**config.mk**
```make
export PLATFORM = sky130hd
export DESIGN_NAME = version_string_parse_compare_top_flat
export DESIGN_NICKNAME = d
export VERILOG_FILES = /design/src/rtl/vspc_pkg.sv /design/src/rtl/vspc_in_if.sv /design/src/rtl/vspc_out_if.sv /design/src/rtl/version_string_parse_compare_top.sv /design/src/rtl/vspc_front.sv /design/src/rtl/vspc_fifo.sv /design/src/rtl/vspc_back.sv /design/src/flat_wrapper.sv
export SDC_FILE = /design/constraint.sdc
export NUM_CORES = 1
export LEC_CHECK = 0
export ABC_AREA = 1
export ABC_CLOCK_PERIOD_IN_PS = 7300
export CORE_UTILIZATION = 50
export DETAILED_ROUTE_END_ITERATION = 10
export DONT_BUFFER_PORTS = 1
export PLACE_DENSITY = 0.68
export SYNTH_ARGS = -nofsm -noshare
export SYNTH_HDL_FRONTEND = slang
export SYNTH_SLANG_ARGS = --single-unit
```
**constraint.sdc**
```tcl
create_clock -name clk -period 7.3 [get_ports clk]
set_input_delay 2.19 -clock clk [delete_from_list [all_inputs] [get_ports clk]]
set_output_delay 2.19 -clock clk [all_outputs]
set_load 0.01 [all_outputs]
```
**src/rtl/vspc_pkg.sv**
```systemverilog
// vspc_pkg: shared types and character constants for the version string parser
// no dependencies; imported by every module of the block
package vspc_pkg;

	localparam int FIELD_W = 32;
	localparam int DIGIT_W = 4;
	localparam int NUM_FIELDS = 3;

	localparam logic [7:0] CH_ZERO = 8'h30;
	localparam logic [7:0] CH_NINE = 8'h39;
	localparam logic [7:0] CH_LOWER_V = 8'h76;
	localparam logic [7:0] CH_UPPER_V = 8'h56;
	localparam logic [7:0] CH_DASH = 8'h2d;
	localparam logic [7:0] CH_PLUS = 8'h2b;
	localparam logic [7:0] CH_DOT = 8'h2e;

	typedef logic [FIELD_W-1:0] field_t;

	// byte classes produced by the front end
	typedef enum logic [2:0] {
		CLS_DIGIT,
		CLS_DOT,
		CLS_DASH,
		CLS_PLUS,
		CLS_SKIP,
		CLS_OTHER
	} cls_t;

	typedef struct packed {
		cls_t               cls;
		logic [DIGIT_W-1:0] digit;
		logic               last;
		logic               func;
	} tok_t;

	// parser phase inside one string
	typedef enum logic [1:0] {
		PH_CORE,
		PH_DASH,
		PH_TAIL
	} phase_t;

endpackage

```
**src/rtl/vspc_in_if.sv**
```systemverilog
// vspc_in_if: byte channel into the version string parser
// depends on nothing
interface vspc_in_if;
	logic       valid;
	logic       ready;
	logic [7:0] ch;
	logic       last;
	logic       func;

	modport source (output valid, output ch, output last, output func, input ready);
	modport sink (input valid, input ch, input last, input func, output ready);
endinterface

```
**src/rtl/vspc_out_if.sv**
```systemverilog
// vspc_out_if: result channel out of the version string parser
// depends on nothing
interface vspc_out_if;
	logic        valid;
	logic        ready;
	logic [31:0] major_num;
	logic [31:0] minor_num;
	logic [31:0] patch_num;
	logic        is_prerelease;
	logic        valid_res;
	logic        newer;

	modport source (output valid, output major_num, output minor_num, output patch_num,
		output is_prerelease, output valid_res, output newer, input ready);
	modport sink (input valid, input major_num, input minor_num, input patch_num,
		input is_prerelease, input valid_res, input newer, output ready);
endinterface

```
**src/rtl/version_string_parse_compare_top.sv**
```systemverilog
// version_string_parse_compare_top: top level of the version string parser
// depends on vspc_pkg, vspc_in_if, vspc_out_if, vspc_front, vspc_fifo, vspc_back
//
// version text enters one byte per word on req, the word with last set closing
// the string; func on that last word picks store-as-latest (0) or compare (1).
// the block takes one byte every cycle for as long as results are drained; the
// back end updates its parse state once per cycle, which sets that rate. the
// result word for a string reaches rsp through the queue write, the parse
// update with result capture, and the compare into the output register. a
// leading v or V is dropped, the first dash or plus ends
// the numeric core, and a byte right after the dash other than plus marks a
// prerelease. invalid strings return all-zero fields with valid_res low. newer
// is set only for a compare when both the stored latest and the current string
// are valid and the latest orders higher. the queue between front and back
// holds QDEPTH words and absorbs a stall on either side; a string's last byte
// waits in it until the result stage is free.
module version_string_parse_compare_top #(
	parameter int QDEPTH = 4
) (
	input logic        clk,
	input logic        arst_n,
	vspc_in_if.sink    req,
	vspc_out_if.source rsp
);
	import vspc_pkg::*;

	// queue handshake
	logic q_push;
	logic q_pop;
	logic q_full;
	logic q_empty;
	tok_t wr_tok;
	tok_t rd_tok;

	// byte classification and prefix drop
	vspc_front u_front (
		.clk    (clk),
		.arst_n (arst_n),
		.req    (req),
		.q_full (q_full),
		.q_push (q_push),
		.q_tok  (wr_tok)
	);

	// decouples the input side from result stalls
	vspc_fifo #(
		.DEPTH (QDEPTH)
	) u_fifo (
		.clk    (clk),
		.arst_n (arst_n),
		.push   (q_push),
		.wr_tok (wr_tok),
		.pop    (q_pop),
		.rd_tok (rd_tok),
		.full   (q_full),
		.empty  (q_empty)
	);

	// parse, store latest, compare, output register
	vspc_back u_back (
		.clk     (clk),
		.arst_n  (arst_n),
		.q_empty (q_empty),
		.q_tok   (rd_tok),
		.q_pop   (q_pop),
		.rsp     (rsp)
	);

`ifndef SYNTHESIS
	// never write into a full queue
	a_no_overflow: assert property (@(posedge clk) disable iff (!arst_n)
		q_push |-> !q_full)
		else $error("queue write while full");

	// never read from an empty queue
	a_no_underflow: assert property (@(posedge clk) disable iff (!arst_n)
		q_pop |-> !q_empty)
		else $error("queue read while empty");

	// newer needs a valid current version
	a_newer_valid: assert property (@(posedge clk) disable iff (!arst_n)
		rsp.valid && rsp.newer |-> rsp.valid_res)
		else $error("newer set on invalid string");

	// invalid strings carry zero fields
	a_invalid_zero: assert property (@(posedge clk) disable iff (!arst_n)
		rsp.valid && !rsp.valid_res |-> rsp.major_num == '0 && rsp.minor_num == '0
			&& rsp.patch_num == '0 && !rsp.is_prerelease)
		else $error("invalid string with nonzero fields");
`endif

endmodule

```
**src/rtl/vspc_front.sv**
```systemverilog
// vspc_front: accepts text bytes and classifies them into tokens for the queue
// depends on vspc_pkg and vspc_in_if
module vspc_front (
	input  logic           clk,
	input  logic           arst_n,
	vspc_in_if.sink        req,
	input  logic           q_full,
	output logic           q_push,
	output vspc_pkg::tok_t q_tok
);
	import vspc_pkg::*;

	logic first_q;
	cls_t cls;

	assign req.ready = !q_full;
	assign q_push = req.valid && !q_full;

	always_comb begin
		if (req.ch >= CH_ZERO && req.ch <= CH_NINE) begin
			cls = CLS_DIGIT;
		end else if (req.ch == CH_DOT) begin
			cls = CLS_DOT;
		end else if (req.ch == CH_DASH) begin
			cls = CLS_DASH;
		end else if (req.ch == CH_PLUS) begin
			cls = CLS_PLUS;
		end else if (first_q && (req.ch == CH_LOWER_V || req.ch == CH_UPPER_V)) begin
			cls = CLS_SKIP;
		end else begin
			cls = CLS_OTHER;
		end
	end

	always_comb begin
		q_tok.cls = cls;
		q_tok.digit = req.ch[DIGIT_W-1:0];
		q_tok.last = req.last;
		q_tok.func = req.func;
	end

	// first byte of a string follows a last byte
	always_ff @(posedge clk or negedge arst_n) begin
		if (!arst_n) begin
			first_q <= 1'b1;
		end else if (q_push) begin
			first_q <= req.last;
		end
	end

endmodule

```
**src/rtl/vspc_fifo.sv**
```systemverilog
// vspc_fifo: small token queue between the front end and the back end
// depends on vspc_pkg
module vspc_fifo #(
	parameter int DEPTH = 4
) (
	input  logic           clk,
	input  logic           arst_n,
	input  logic           push,
	input  vspc_pkg::tok_t wr_tok,
	input  logic           pop,
	output vspc_pkg::tok_t rd_tok,
	output logic           full,
	output logic           empty
);
	import vspc_pkg::*;

	localparam int AW = (DEPTH > 1) ? $clog2(DEPTH) : 1;
	localparam int CW = $clog2(DEPTH + 1);
	localparam logic [AW-1:0] LAST_PTR = AW'(DEPTH - 1);
	localparam logic [CW-1:0] FULL_CNT = CW'(DEPTH);

	tok_t          entries_q [DEPTH];
	logic [AW-1:0] wr_ptr_q;
	logic [AW-1:0] rd_ptr_q;
	logic [CW-1:0] count_q;

	assign full = (count_q == FULL_CNT);
	assign empty = (count_q == '0);
	assign rd_tok = entries_q[rd_ptr_q];

	always_ff @(posedge clk) begin
		if (push) begin
			entries_q[wr_ptr_q] <= wr_tok;
		end
	end

	always_ff @(posedge clk or negedge arst_n) begin
		if (!arst_n) begin
			wr_ptr_q <= '0;
			rd_ptr_q <= '0;
			count_q <= '0;
		end else begin
			if (push) begin
				wr_ptr_q <= (wr_ptr_q == LAST_PTR) ? '0 : wr_ptr_q + AW'(1);
			end
			if (pop) begin
				rd_ptr_q <= (rd_ptr_q == LAST_PTR) ? '0 : rd_ptr_q + AW'(1);
			end
			if (push && !pop) begin
				count_q <= count_q + CW'(1);
			end else if (pop && !push) begin
				count_q <= count_q - CW'(1);
			end
		end
	end

endmodule

```
**src/rtl/vspc_back.sv**
```systemverilog
// vspc_back: per-string parse state, result stage, compare with stored latest
// depends on vspc_pkg and vspc_out_if
module vspc_back (
	input  logic           clk,
	input  logic           arst_n,
	input  logic           q_empty,
	input  vspc_pkg::tok_t q_tok,
	output logic           q_pop,
	vspc_out_if.source     rsp
);
	import vspc_pkg::*;

	phase_t phase_q, phase_d;
	field_t acc_q [NUM_FIELDS];
	field_t acc_d [NUM_FIELDS];
	logic [1:0] idx_q, idx_d, idx_sel;
	logic seg_q, seg_d;
	logic err_q, err_d;
	logic pre_q, pre_d;
	logic in_core, in_dash;
	logic str_end, str_ok;

	field_t f_s1 [NUM_FIELDS];
	logic   pre_s1, ok_s1, func_s1, vld_s1;

	field_t lat_q [NUM_FIELDS];
	logic   lat_pre_q, lat_ok_q;

	logic   out_load, s1_free, gt, newer_d;

	field_t maj_s2, min_s2, pat_s2;
	logic   pre_s2, ok_s2, newer_s2, vld_s2;

	assign out_load = vld_s1 && (!vld_s2 || rsp.ready);
	assign s1_free = !vld_s1 || out_load;
	// a last token must find the result stage free
	assign q_pop = !q_empty && (!q_tok.last || s1_free);
	assign str_end = q_pop && q_tok.last;

	// next phase
	always_comb begin
		phase_d = phase_q;
		case (phase_q)
			PH_CORE: begin
				if (q_pop && q_tok.cls == CLS_DASH) begin
					phase_d = PH_DASH;
				end else if (q_pop && q_tok.cls == CLS_PLUS) begin
					phase_d = PH_TAIL;
				end
			end
			PH_DASH: begin
				if (q_pop) begin
					phase_d = PH_TAIL;
				end
			end
			PH_TAIL: phase_d = PH_TAIL;
			default: phase_d = PH_CORE;
		endcase
		if (str_end) begin
			phase_d = PH_CORE;
		end
	end

	// phase decode
	always_comb begin
		in_core = 1'b0;
		in_dash = 1'b0;
		case (phase_q)
			PH_CORE: in_core = q_pop;
			PH_DASH: in_dash = q_pop;
			PH_TAIL: ;
			default: ;
		endcase
	end

	assign idx_sel = (idx_q > 2'd2) ? 2'd2 : idx_q;

	always_comb begin
		idx_d = idx_q;
		seg_d = seg_q;
		err_d = err_q;
		pre_d = pre_q;
		for (int i = 0; i < NUM_FIELDS; i++) begin
			acc_d[i] = acc_q[i];
		end
		if (in_core) begin
			case (q_tok.cls)
				CLS_DIGIT: begin
					// times ten as two shifts and an add
					acc_d[idx_sel] = (acc_q[idx_sel] << 3) + (acc_q[idx_sel] << 1)
						+ FIELD_W'(q_tok.digit);
					seg_d = 1'b1;
				end
				CLS_DOT: begin
					if (idx_q >= 2'd2 || !seg_q) begin
						err_d = 1'b1;
					end else begin
						idx_d = idx_q + 2'd1;
					end
					seg_d = 1'b0;
				end
				CLS_DASH: ;
				CLS_PLUS: ;
				CLS_SKIP: ;
				CLS_OTHER: err_d = 1'b1;
				default: err_d = 1'b1;
			endcase
		end
		if (in_dash) begin
			pre_d = (q_tok.cls != CLS_PLUS);
		end
	end

	assign str_ok = !err_d && idx_d == 2'd2 && seg_d;

	always_ff @(posedge clk or negedge arst_n) begin
		if (!arst_n) begin
			phase_q <= PH_CORE;
			idx_q <= '0;
			seg_q <= 1'b0;
			err_q <= 1'b0;
			pre_q <= 1'b0;
			for (int i = 0; i < NUM_FIELDS; i++) begin
				acc_q[i] <= '0;
			end
		end else begin
			phase_q <= phase_d;
			if (str_end) begin
				idx_q <= '0;
				seg_q <= 1'b0;
				err_q <= 1'b0;
				pre_q <= 1'b0;
				for (int i = 0; i < NUM_FIELDS; i++) begin
					acc_q[i] <= '0;
				end
			end else begin
				idx_q <= idx_d;
				seg_q <= seg_d;
				err_q <= err_d;
				pre_q <= pre_d;
				for (int i = 0; i < NUM_FIELDS; i++) begin
					acc_q[i] <= acc_d[i];
				end
			end
		end
	end

	// result stage: fields are zeroed for an invalid string
	always_ff @(posedge clk) begin
		if (str_end) begin
			for (int i = 0; i < NUM_FIELDS; i++) begin
				f_s1[i] <= str_ok ? acc_d[i] : '0;
			end
			pre_s1 <= str_ok && pre_d;
			ok_s1 <= str_ok;
			func_s1 <= q_tok.func;
		end
	end

	always_ff @(posedge clk or negedge arst_n) begin
		if (!arst_n) begin
			vld_s1 <= 1'b0;
		end else if (str_end) begin
			vld_s1 <= 1'b1;
		end else if (out_load) begin
			vld_s1 <= 1'b0;
		end
	end

	// latest greater than current: major, minor, patch, then release over prerelease
	always_comb begin
		if (lat_q[0] != f_s1[0]) begin
			gt = lat_q[0] > f_s1[0];
		end else if (lat_q[1] != f_s1[1]) begin
			gt = lat_q[1] > f_s1[1];
		end else if (lat_q[2] != f_s1[2]) begin
			gt = lat_q[2] > f_s1[2];
		end else begin
			gt = !lat_pre_q && pre_s1;
		end
	end

	assign newer_d = func_s1 && ok_s1 && lat_ok_q && gt;

	always_ff @(posedge clk or negedge arst_n) begin
		if (!arst_n) begin
			lat_pre_q <= 1'b0;
			lat_ok_q <= 1'b0;
			for (int i = 0; i < NUM_FIELDS; i++) begin
				lat_q[i] <= '0;
			end
		end else if (out_load && !func_s1) begin
			lat_pre_q <= pre_s1;
			lat_ok_q <= ok_s1;
			for (int i = 0; i < NUM_FIELDS; i++) begin
				lat_q[i] <= f_s1[i];
			end
		end
	end

	always_ff @(posedge clk) begin
		if (out_load) begin
			maj_s2 <= f_s1[0];
			min_s2 <= f_s1[1];
			pat_s2 <= f_s1[2];
			pre_s2 <= pre_s1;
			ok_s2 <= ok_s1;
			newer_s2 <= newer_d;
		end
	end

	always_ff @(posedge clk or negedge arst_n) begin
		if (!arst_n) begin
			vld_s2 <= 1'b0;
		end else if (out_load) begin
			vld_s2 <= 1'b1;
		end else if (rsp.ready) begin
			vld_s2 <= 1'b0;
		end
	end

	assign rsp.valid = vld_s2;
	assign rsp.major_num = maj_s2;
	assign rsp.minor_num = min_s2;
	assign rsp.patch_num = pat_s2;
	assign rsp.is_prerelease = pre_s2;
	assign rsp.valid_res = ok_s2;
	assign rsp.newer = newer_s2;

endmodule
```
**src/flat_wrapper.sv**
```systemverilog
// flat-port wrapper written by rule: the top's interface ports become plain ports
module version_string_parse_compare_top_flat import vspc_pkg::*;
#(
	parameter int QDEPTH = 4
)
  (clk, arst_n, req_valid, req_ch, req_last, req_func, req_ready, rsp_valid, rsp_major_num, rsp_minor_num, rsp_patch_num, rsp_is_prerelease, rsp_valid_res, rsp_newer, rsp_ready);
  vspc_in_if req_i ();
  vspc_out_if rsp_i ();
  input logic clk;
  input logic arst_n;
  input wire logic [$bits(req_i.valid)-1:0] req_valid;
  input wire logic [$bits(req_i.ch)-1:0] req_ch;
  input wire logic [$bits(req_i.last)-1:0] req_last;
  input wire logic [$bits(req_i.func)-1:0] req_func;
  output wire logic [$bits(req_i.ready)-1:0] req_ready;
  output wire logic [$bits(rsp_i.valid)-1:0] rsp_valid;
  output wire logic [$bits(rsp_i.major_num)-1:0] rsp_major_num;
  output wire logic [$bits(rsp_i.minor_num)-1:0] rsp_minor_num;
  output wire logic [$bits(rsp_i.patch_num)-1:0] rsp_patch_num;
  output wire logic [$bits(rsp_i.is_prerelease)-1:0] rsp_is_prerelease;
  output wire logic [$bits(rsp_i.valid_res)-1:0] rsp_valid_res;
  output wire logic [$bits(rsp_i.newer)-1:0] rsp_newer;
  input wire logic [$bits(rsp_i.ready)-1:0] rsp_ready;
  assign req_i.valid = req_valid;
  assign req_i.ch = req_ch;
  assign req_i.last = req_last;
  assign req_i.func = req_func;
  assign req_ready = req_i.ready;
  assign rsp_valid = rsp_i.valid;
  assign rsp_major_num = rsp_i.major_num;
  assign rsp_minor_num = rsp_i.minor_num;
  assign rsp_patch_num = rsp_i.patch_num;
  assign rsp_is_prerelease = rsp_i.is_prerelease;
  assign rsp_valid_res = rsp_i.valid_res;
  assign rsp_newer = rsp_i.newer;
  assign rsp_i.ready = rsp_ready;
  version_string_parse_compare_top #(.QDEPTH(QDEPTH)) u_core (.clk(clk), .arst_n(arst_n), .req(req_i), .rsp(rsp_i));
endmodule
```
# Yosys cells after proc, flatten, opt, wreduce, memory -nomap -nowiden
# Memory sizes are Yosys's and may differ from the RTL's.
# Cells that the tools add are included.
[classes] n_addsub=7 multipliers=0 div=0 magnitude_cmp=9 n_eq_ne=21 n_shift=0 mux=53 n_bitwise=1 n_reduce_logical=43
[op_table] cell="2-to-1 mux 96 bit" count=3
[op_table] cell="2-to-1 mux 32 bit" count=4
[op_table] cell="bitwise mux 96 bit" count=1
[op_table] cell="greater-than comparator 32 bit" count=3
[op_table] cell="inequality test 32 bit" count=3
[op_table] cell="binary-select mux 32 bit (select 2 bit)" count=1
[op_table] cell="demux 32 bit (select 2 bit)" count=1
[op_table] cell="2-to-1 mux 31 bit" count=2
[op_table] cell="adder 32 bit" count=1
[op_table] cell="adder 32 x 4 -> 32 bit" count=1
[op_table] cell="equality test 8 x 6 -> 1 bit, second input constant" count=3
[op_table] cell="2-to-1 mux 2 bit" count=11
[op_table] cell="2-to-1 mux 1 bit" count=21
[op_table] cell="logical AND 1 bit" count=19
[op_table] cell="2-to-1 mux 3 bit" count=6
[op_table] cell="equality test 8 x 7 -> 1 bit, second input constant" count=2
[op_table] cell="zero test 1 bit" count=11
[op_table] cell="equality test 2 bit, second input constant" count=4
[op_table] cell="greater-or-equal comparator 8 x 6 -> 1 bit, second input constant" count=1
[op_table] cell="<= comparator 8 x 6 -> 1 bit, second input constant" count=1
[op_table] cell="adder 2 x 1 -> 2 bit, second input constant" count=3
[op_table] cell="equality test 3 x 2 -> 1 bit, second input constant" count=2
[op_table] cell="equality test 3 bit, second input constant" count=2
[op_table] cell="zero test 3 bit" count=2
[op_table] cell="19 further kinds" count=26
[totals] ff_bits=313 latchBits=0 ram_bits=132 mem_bits_ro=0 out_inout_bits=101 word_cells=164 n_memories=2
[mem_list] name="u_core.u_back.f_s1" depth=3 width=32 rd=3 rd_clocked_by_memory_dff=0 wr=3 line_no="vspc_back.sv:23" source="field_t f_s1 [NUM_FIELDS];"
[mem_list] name="u_core.u_fifo.entries_q" depth=4 width=9 rd=1 rd_clocked_by_memory_dff=0 wr=1 line_no="vspc_fifo.sv:22" source="tok_t entries_q [DEPTH];"

# Depth between registers and ports, before layout
# Gate-level depths: netlist of the first run.
[logic_depth] word_depth=12 mapped_depth=25 ltp_nobuf=24

# Cells and area by module
# A second synthesis of the first run with hierarchy kept.
[hier_totals] cells_unflattened=2323 hier_area_um2=22061.2
[by_module_without_submodules] module="vspc_back" instances=1 cells_per_inst=2117 area_each_um2=19942.9 seq_area_each_um2=11025.6
[by_module_without_submodules] module="vspc_fifo" instances=1 cells_per_inst=156 area_each_um2=1859.3 seq_area_each_um2=1256.2
[by_module_without_submodules] module="vspc_front" instances=1 cells_per_inst=50 area_each_um2=259.0 seq_area_each_um2=26.3

# Worst setup path after synthesis of the first run
# Ideal clock, no wire load.
[synth_timing] kind="input port to flip-flop" from="in rsp_ready" to="reg u_core.u_back.lat_q[88] in the netlist's numbering, read port of u_core.u_back.f_s1" setup_time_ns=0.131 t_arrival_ns=8.459 required_ns=7.169 slack_ns=-1.290 stages=7 path_cell_list="inv_1 a21oi_1 nand2_1 clkbuf_1 clkbuf_1 nand2_1 o21ai_0"
[synth_via] elab_chain_len=3
[synth_rtl] element="start, declared" line_no="flat_wrapper.sv:23" source="input wire logic [$bits(rsp_i.ready)-1:0] rsp_ready;"
[synth_rtl] element="logical OR 1 bit" line_no="vspc_back.sv:34" source="assign out_load = vld_s1 && (!vld_s2 || rsp.ready);"
[synth_rtl] element="logical AND 1 bit" line_no="vspc_back.sv:34"
[synth_rtl] element="via u_core.u_back.out_load" line_no="vspc_back.sv:29" source="logic out_load, s1_free, gt, newer_d;"
[synth_rtl] element="logical AND 1 bit" line_no="vspc_back.sv:192" source="end else if (out_load && !func_s1) begin"
[synth_rtl] element="end, declared" line_no="vspc_back.sv:26" source="field_t lat_q [NUM_FIELDS];"
# The timed path passes the listed nets, and every way through them passes these cells.
# A chain may end at the register's enable or synchronous reset.

==> metrics, run 1 <==
status=complete, no violations; number of setup buffers added after CTS=0; CTS Buffer Depth=3; routed via count=15900; Worst Setup SP=u_core.u_back.idx_q[1]; critical path, cell by cell=inv_1, ha_2, inv_1, nor2_1, inv_1, a32oi_1, fa_1, fa_1, inv_1, nand3_1, nand2_1, nand2_1, nand2_1, nand3_1, nand2_1, nand2_1, nand3_1, nand3_1, nand2_1, nor2_1; post-synth top area share=0.3216; fmax=181.4 MHz; Synth area leaders=edfxtp_1, dfrtp_1, ha_1; Layout area overhead=9.352%; Worst Hold Launch=u_core.u_back.f_s1[0][17]; H-tree depth=2; max cap viols=0; first-pass GRT wire length=85.61 mm; final setup fails=0; root buffer cell=clkbuf_16; P_int=6149 uW; Post-synth EDFFs=234; FF+latch area=12310 um2; final hold vios=0; global placer's final weighted congestion=0.9595; Syn Nets=2479; area of the multi-input gates=8232 um2; total track usage=0.2523; Rows=76; Mapped Area=21850 um2; Post-route DRC=0; hold buffers post-CTS=0; largest net degree at the start of global routing=212; die area=44540 um2; CP peak stage delay=0.74 ns; Post-DRT Antenna Nets=0; worst-margin pin slew=1.162 ns; Syn Inst Count=2304; Clock Pin Slew Worst Setup and Hold Paths=0.06 ns; post-CTS resize count=0; routed len/inst=18.98 um; core area=43080 um2; setup TNS=0 ns; Hold EP=u_core.u_back.rsp.major_num[17]; reg2reg start=u_core.u_back.idx_q[1]; cts bufs inserted=48; register area share after synthesis=0.5633; crit path buf inv count=4; Flop pwr share=0.453; Synth Warn #=0; Final Net Count=2463; Sw Pwr=3871 uW; Max stage delay cell, worst path=ha_2; die width=211.0 um; global route overflow=0; Starting DRT DRC Count=1462; Post-DP HPWL=39.08 mm; Peak VDD IR=0.0003790 V; endpoint class of the critical path=register; class of the most critical setup path=reg -> reg; critical path peak fanout=40; Clk Latency, worst-skew pair=0.60 ns; vias in the first global route=15150; fin crit period=5.513 ns; pwr/cell area=419.4 nW/um2; effective utilization at floorplan=0.5072; detailed-route vias per instance=5.457; final slew viol count=0; DRT Pass-1 Iters=5; critical path depth=20; vertical die dimension=211.0 um; Leakage=0.01066 uW; CP top delay family=adder cells; RSZ-0062 raised after global routing=false; Fillers=3725; Ports=115; layout cells sized above 1=0.06357; hold crit path type=reg -> reg; Logic pwr share=0.304; port bufs=0; syn avg cell area=9.483 um2; WP data arrival=5.82 ns; Clock Sinks=445; #FFs+latches synth=445; top_reg_cell synth=edfxtp_1; Net Sw Frac=0.3864; Clock Skew=0.01856 ns; RR Endpoint=u_core.u_back.f_s1[0][58]; initial antenna violation count=1; count of cell types in the netlist=48; Reg2Reg Depth=20; Min Hold Slack=0.4615 ns; Worst R2R Setup Slack=1.79 ns; Clock power frac=0.243; Setup crit start kind=register; CP most frequent cell=nand2_1; CTS tree=done; Slew headroom=0.2253; total routed wirelength=55.28 mm; final cycle utilization of the critical path=0.7552; diode count=0; Hold Path Depth=0; Critical Path RT=7.60 ns; fraction of registers with async set/reset=0.4742; leading area contributor after synthesis=edfxtp_1
==> routing by layer <==
layer  vias up  GRT usage  part of all wire
met5         -          0                 0
met4         0    0.08946             0.032
met3        95    0.03880             0.059
met2       527     0.3949              0.45
met1      7678     0.3571              0.45
li1       7595          -                 -
==> how the worst max path moves through the flow <==
stage | endpoint | slack (ns)
after floorplan | u_core.u_back.lat_q[88] | 0.90
after global placement | u_core.u_back.f_s1[0][82] | 1.98
after detailed placement | u_core.u_back.f_s1[0][58] | 1.83
after CTS | u_core.u_back.f_s1[0][58] | 1.84
after global routing | u_core.u_back.f_s1[0][82] | 1.39
final | u_core.u_back.f_s1[0][58] | 1.79
==> layout by cell type (no fill, tap or decap), types with 3 or more instances in the layout <==
| master | n |
|---|---|
| or2_2 | 22 |
| inv_1 | 245 |
| nand2_1 | 466 |
| nand3_1 | 90 |
| a32oi_1 | 5 |
| o21ai_1 | 43 |
| clkinv_1 | 3 |
| xor2_1 | 8 |
| xnor2_1 | 13 |
| clkbuf_8 | 7 |
| o21bai_1 | 4 |
| nand3b_1 | 4 |
| clkinv_2 | 9 |
| o32ai_1 | 3 |
| o211ai_1 | 5 |
| nor2_1 | 318 |
| inv_2 | 9 |
| fa_1 | 3 |
| clkbuf_16 | 49 |
| nand4_1 | 15 |
| nor3_1 | 15 |
| o22ai_1 | 5 |
| clkbuf_1 | 12 |
| nand2_2 | 3 |
| o21ai_0 | 210 |
| nor2_2 | 19 |
| a21oi_1 | 92 |
| dfrtp_1 | 210 |
| o21a_1 | 6 |
| buf_4 | 8 |
| ha_1 | 157 |
| clkinvlp_4 | 4 |
| edfxtp_1 | 234 |
==> sequential cells by signal, indices dropped and copies added (netlist names), 2 cells and up <==
name and count:
u_core.u_back.idx_q 2, u_core.u_back.rsp.patch_num 32, u_core.u_back.acc_q 96, u_core.u_back.phase_q 2, u_core.u_fifo.count_q 3, u_core.u_fifo.wr_ptr_q 2
u_core.u_back.rsp.minor_num 32, u_core.u_fifo.entries_q 36, u_core.u_back.f_s1 96, u_core.u_back.lat_q 96, u_core.u_back.rsp.major_num 32, u_core.u_fifo.rd_ptr_q 2
==> cells in the mapped netlist, types with 31 or more instances <==
master	n
a21oi_1	93
buf_2	31
clkbuf_1	35
dfrtp_1	210
edfxtp_1	234
ha_1	158
inv_1	246
nand2_1	467
nand3_1	90
nor2_1	318
o21ai_0	210
o21ai_1	43
==> worst register-to-register path, cell delays in order (launching register included) <==
cell	delay, ns
dfrtp_1	0.45
inv_1	0.17
ha_2	0.74
inv_1	0.73
nor2_1	0.25
inv_1	0.06
a32oi_1	0.39
fa_1	0.54
fa_1	0.49
inv_1	0.14
nand3_1	0.08
nand2_1	0.13
nand2_1	0.07
nand2_1	0.15
nand3_1	0.10
nand2_1	0.14
nand2_1	0.09
nand3_1	0.13
nand3_1	0.12
nand2_1	0.21
nor2_1	0.07
==> layout make-up <==
class / count / area share
clock buffer: 68 / 0.05724
inverter: 255 / 0.04027
tap: 585 / 0.03064
sequential: 445 / 0.5152
clock inverter: 22 / 0.008798
timing repair buffer: 9 / 0.003352
multi-input combinational: 1529 / 0.3445
==> stage by stage <==
stage          instances  setup slack, ns  total power [uW]  cell area [um2]    util
6_report            2913            1.787             10020            23890  0.5546
5_1_grt             2913            1.389             10700            23890  0.5546
4_1_cts             2913            1.841             10080            23890  0.5546
3_5_place_dp        2823            1.835              7620            22310  0.5180
3_3_place_gp        2823            1.976              7478            22310  0.5180
2_1_floorplan       2304           0.9042              6580            21850       -
==> cells by family (layout without fill, tap and decap cells) <==
family / count (synthesis) / after routing / share of synthesized area
buffers and inverters: 330 / 354 / 0.06087
muxes: 1 / 1 / 0.0005154
xor gates and xnor gates: 21 / 21 / 0.008418
AOI/OAI and AO/OA: 385 / 385 / 0.09323
adders and majority gates: 161 / 161 / 0.09323
and+or+nand+nor: 961 / 961 / 0.1804
DFF: 445 / 445 / 0.5633
==> power groups by stage <==
stage / sequential (uW) / combinational [uW] / clock [uW]
6_report: 4540 / 3040 / 2440
5_1_grt: 4620 / 3500 / 2580
4_1_cts: 4540 / 3060 / 2480
3_5_place_dp: 4580 / 3040 / 0
3_3_place_gp: 4560 / 2920 / 0
2_1_floorplan: 4300 / 2280 / 0
Note: power is estimated with default switching activity, not from simulation.
==> run 2, diff against run 1 <==
Settings changed: ABC_CLOCK_PERIOD_IN_PS 7300 to 4500.
Clock period 7.3 ns to 4.5 ns, I/O delays scaled along.
==> run 2 against run 1 <==
Count of clock-buffer cells in the layout shrank 12. Sequential share of layout area decreased by 0.77 points. Non-clock buffer count grew 29. First-iteration DRC count grew 3.6%. Clock skew is 0.031 ns higher. Worst hold slack worse by 0.039 ns. Register-to-register slack worse by 1.6 ns. Core utilization increased by 0.84 points. Cell area up 1.5%. Combinational power grew 70%. Setup slack lost 1.6 ns. Critical path type unchanged.
==> metrics, run 2 (synthesis gave the netlist of run 1 again) <==
Clock Skew=0.04954 ns (+0.03098 ns); RR Endpoint=u_core.u_back.f_s1[0][83]; design area=24250 um2 (+1.5%); class of the most critical setup path=reg -> reg; hold buffers post-CTS=0 (unchanged); root buffer cell=clkbuf_16; routed len/inst=18.97 um (about the same); Final Net Count=2491 (+1.1%); final setup fails=0 (unchanged); number of setup buffers added after CTS=0 (unchanged); hold crit path type=reg -> reg; critical path peak fanout=21 (-48%); WP data arrival=4.62 ns (-1.20 ns); worst-margin pin slew=0.9264 ns (-0.2357 ns); Slew headroom=0.3801 (+0.1548); Ports=115 (unchanged); Clk Latency, worst-skew pair=0.60 ns (about the same); RSZ-0062 raised after global routing=false; Worst Hold Launch=u_core.u_back.f_s1[0][16]; M2 GR Usage=0.3975 (+0.002609); Reg2Reg Depth=16 (-20%); vertical die dimension=211.0 um (unchanged); Hold EP=u_core.u_back.rsp.major_num[16]; CP peak stage delay=0.51 ns (-0.23 ns); first-pass GRT wire length=87.32 mm (+2.0%); Leakage=0.01085 uW (+1.8%); final hold vios=0 (unchanged); fmax=231.9 MHz (+28%); total routed wirelength=55.78 mm (+0.90%); Peak VDD IR=0.0004763 V (+26%); post-CTS resize count=0 (unchanged); total track usage=0.2573 (+0.005046); met1 Usage GRT=0.3618 (+0.004705); largest net degree at the start of global routing=212 (unchanged); port bufs=0 (unchanged); Top Usage Layer GRT=met2; Rows=76 (unchanged); max cap viols=0 (unchanged); layout cells sized above 1=0.07558 (+0.01201); Setup crit start kind=register; detailed-route vias per instance=5.449 (-0.13%); die width=211.0 um (unchanged); leading cell types in the layout, fill and taps excluded=nand2_1, nor2_1, inv_1; initial antenna violation count=0 (-1); vias in the first global route=15480 (+2.2%); global placer's final weighted congestion=0.9943 (+3.6%); CP most frequent cell=nor2_1; status=complete, no violations; Post-DP HPWL=40.44 mm (+3.5%); diode count=0 (unchanged); CTS Buffer Depth=3 (unchanged); top flop regs=u_core.u_back.acc_q x96, u_core.u_back.f_s1 x96, u_core.u_back.lat_q x96; area post-placement=22600 um2 (+1.3%); final cycle utilization of the critical path=0.9581 (+0.2029); critical path, cell by cell=ha_1, nor2_1, buf_4, o21ai_0, o21ai_0, ha_1, ha_1, nand2_1, nor2_1, inv_1, nor2_1, nand3_1, nand4_1, nand3_1, o21ai_1, nor2_1; setup TNS=0 ns (unchanged); reg2reg start=u_core.u_back.idx_q[0]; CTS tree=done; Worst R2R Setup Slack=0.19 ns (-1.60 ns); pwr/cell area=684.6 nW/um2 (+63%); global route overflow=0 (unchanged); Clock Pin Slew Worst Setup and Hold Paths=0.06 ns (about the same); routed via count=16020 (+0.79%); Hold Path Depth=0 (unchanged); commonest non-fill, non-tap cell in the layout=nand2_1; Starting DRT DRC Count=1515 (+3.6%); DRT Pass-1 Iters=8 (+3); die area=44540 um2 (unchanged); H-tree depth=2 (unchanged); Critical Path RT=4.80 ns (-2.80 ns); final slew viol count=0 (unchanged); core area=43080 um2 (unchanged); Max stage delay cell, worst path=o21ai_0; Post-route DRC=0 (unchanged); fin crit period=4.312 ns (-1.202 ns); Post-DRT Antenna Nets=0 (unchanged); GR Util met3=0.04981 (+0.01100); Layout area overhead=11.01%; effective utilization at floorplan=0.5072 (unchanged); Clock Sinks=445 (unchanged); endpoint class of the critical path=register; cts bufs inserted=47 (-2.1%)
==> run 2: per-layer routing <==
layer,vias to the layer above,share of wire
met5,-,0
li1,7647,-
met1,7760,0.44
met4,0,0.033
met3,88,0.075
met2,526,0.45
==> run 2: cell type report <==
type	instances	area [um2]
Fill cell	3751	18820
Inverter	255	962.2
Multi-Input combinational cell	1529	8237
Tap cell	585	732.0
Sequential cell	445	12310
Clock inverter	32	401.6
Clock buffer	56	1241
Timing Repair Buffer	38	372.9
==> run 2: how the worst max path moves through the flow <==
| stage | startpoint | to | slack (ns) |
|---|---|---|---|
| 2_1_floorplan | rsp_ready | u_core.u_back.lat_q[88] | 0.29 |
| 3_3_place_gp | u_core.u_back.idx_q[0] | u_core.u_back.f_s1[0][83] | 0.28 |
| 3_5_place_dp | u_core.u_back.idx_q[0] | u_core.u_back.f_s1[0][83] | 0.33 |
| 4_1_cts | u_core.u_back.idx_q[0] | u_core.u_back.f_s1[0][83] | 0.30 |
| 5_1_grt | u_core.u_back.idx_q[1] | u_core.u_back.f_s1[0][94] | 0.0002 |
| 6_report | u_core.u_back.idx_q[0] | u_core.u_back.f_s1[0][83] | 0.19 |
==> run 2: critical path, delay by kind of cell, from the launching register on <==
kind	cells	cell delay, ns
AO/OA/AOI/OAI	3	0.87
adder cells (fa/ha/maj)	3	0.93
AND/OR/NAND/NOR	8	1.37
buffers and inverters	2	0.38
flip-flops	1	0.46
==> run 2: per-stage QoR <==
step | power, uW | hold WS [ns] | util | instances | setup slack, ns
final | 16600 | 0.4228 | 0.5631 | 2940 | 0.1884
after global routing | 17710 | 0.4258 | 0.5631 | 2940 | 0.0002163
after CTS | 16690 | 0.4180 | 0.5629 | 2940 | 0.2966
after detailed placement | 12510 | 0.4443 | 0.5247 | 2852 | 0.3262
after global placement | 12270 | 0.4419 | 0.5247 | 2852 | 0.2786
after floorplan | 10620 | 0.4264 | - | 2304 | 0.2855
==> run 2: power by group <==
group / switching (uW) / internal, uW / total (uW) / leakage (uW)
clock: 1710 / 2410 / 4120 / 0.000789
combinational: 3520 / 1670 / 5180 / 0.00501
sequential: 1130 / 6170 / 7300 / 0.00505
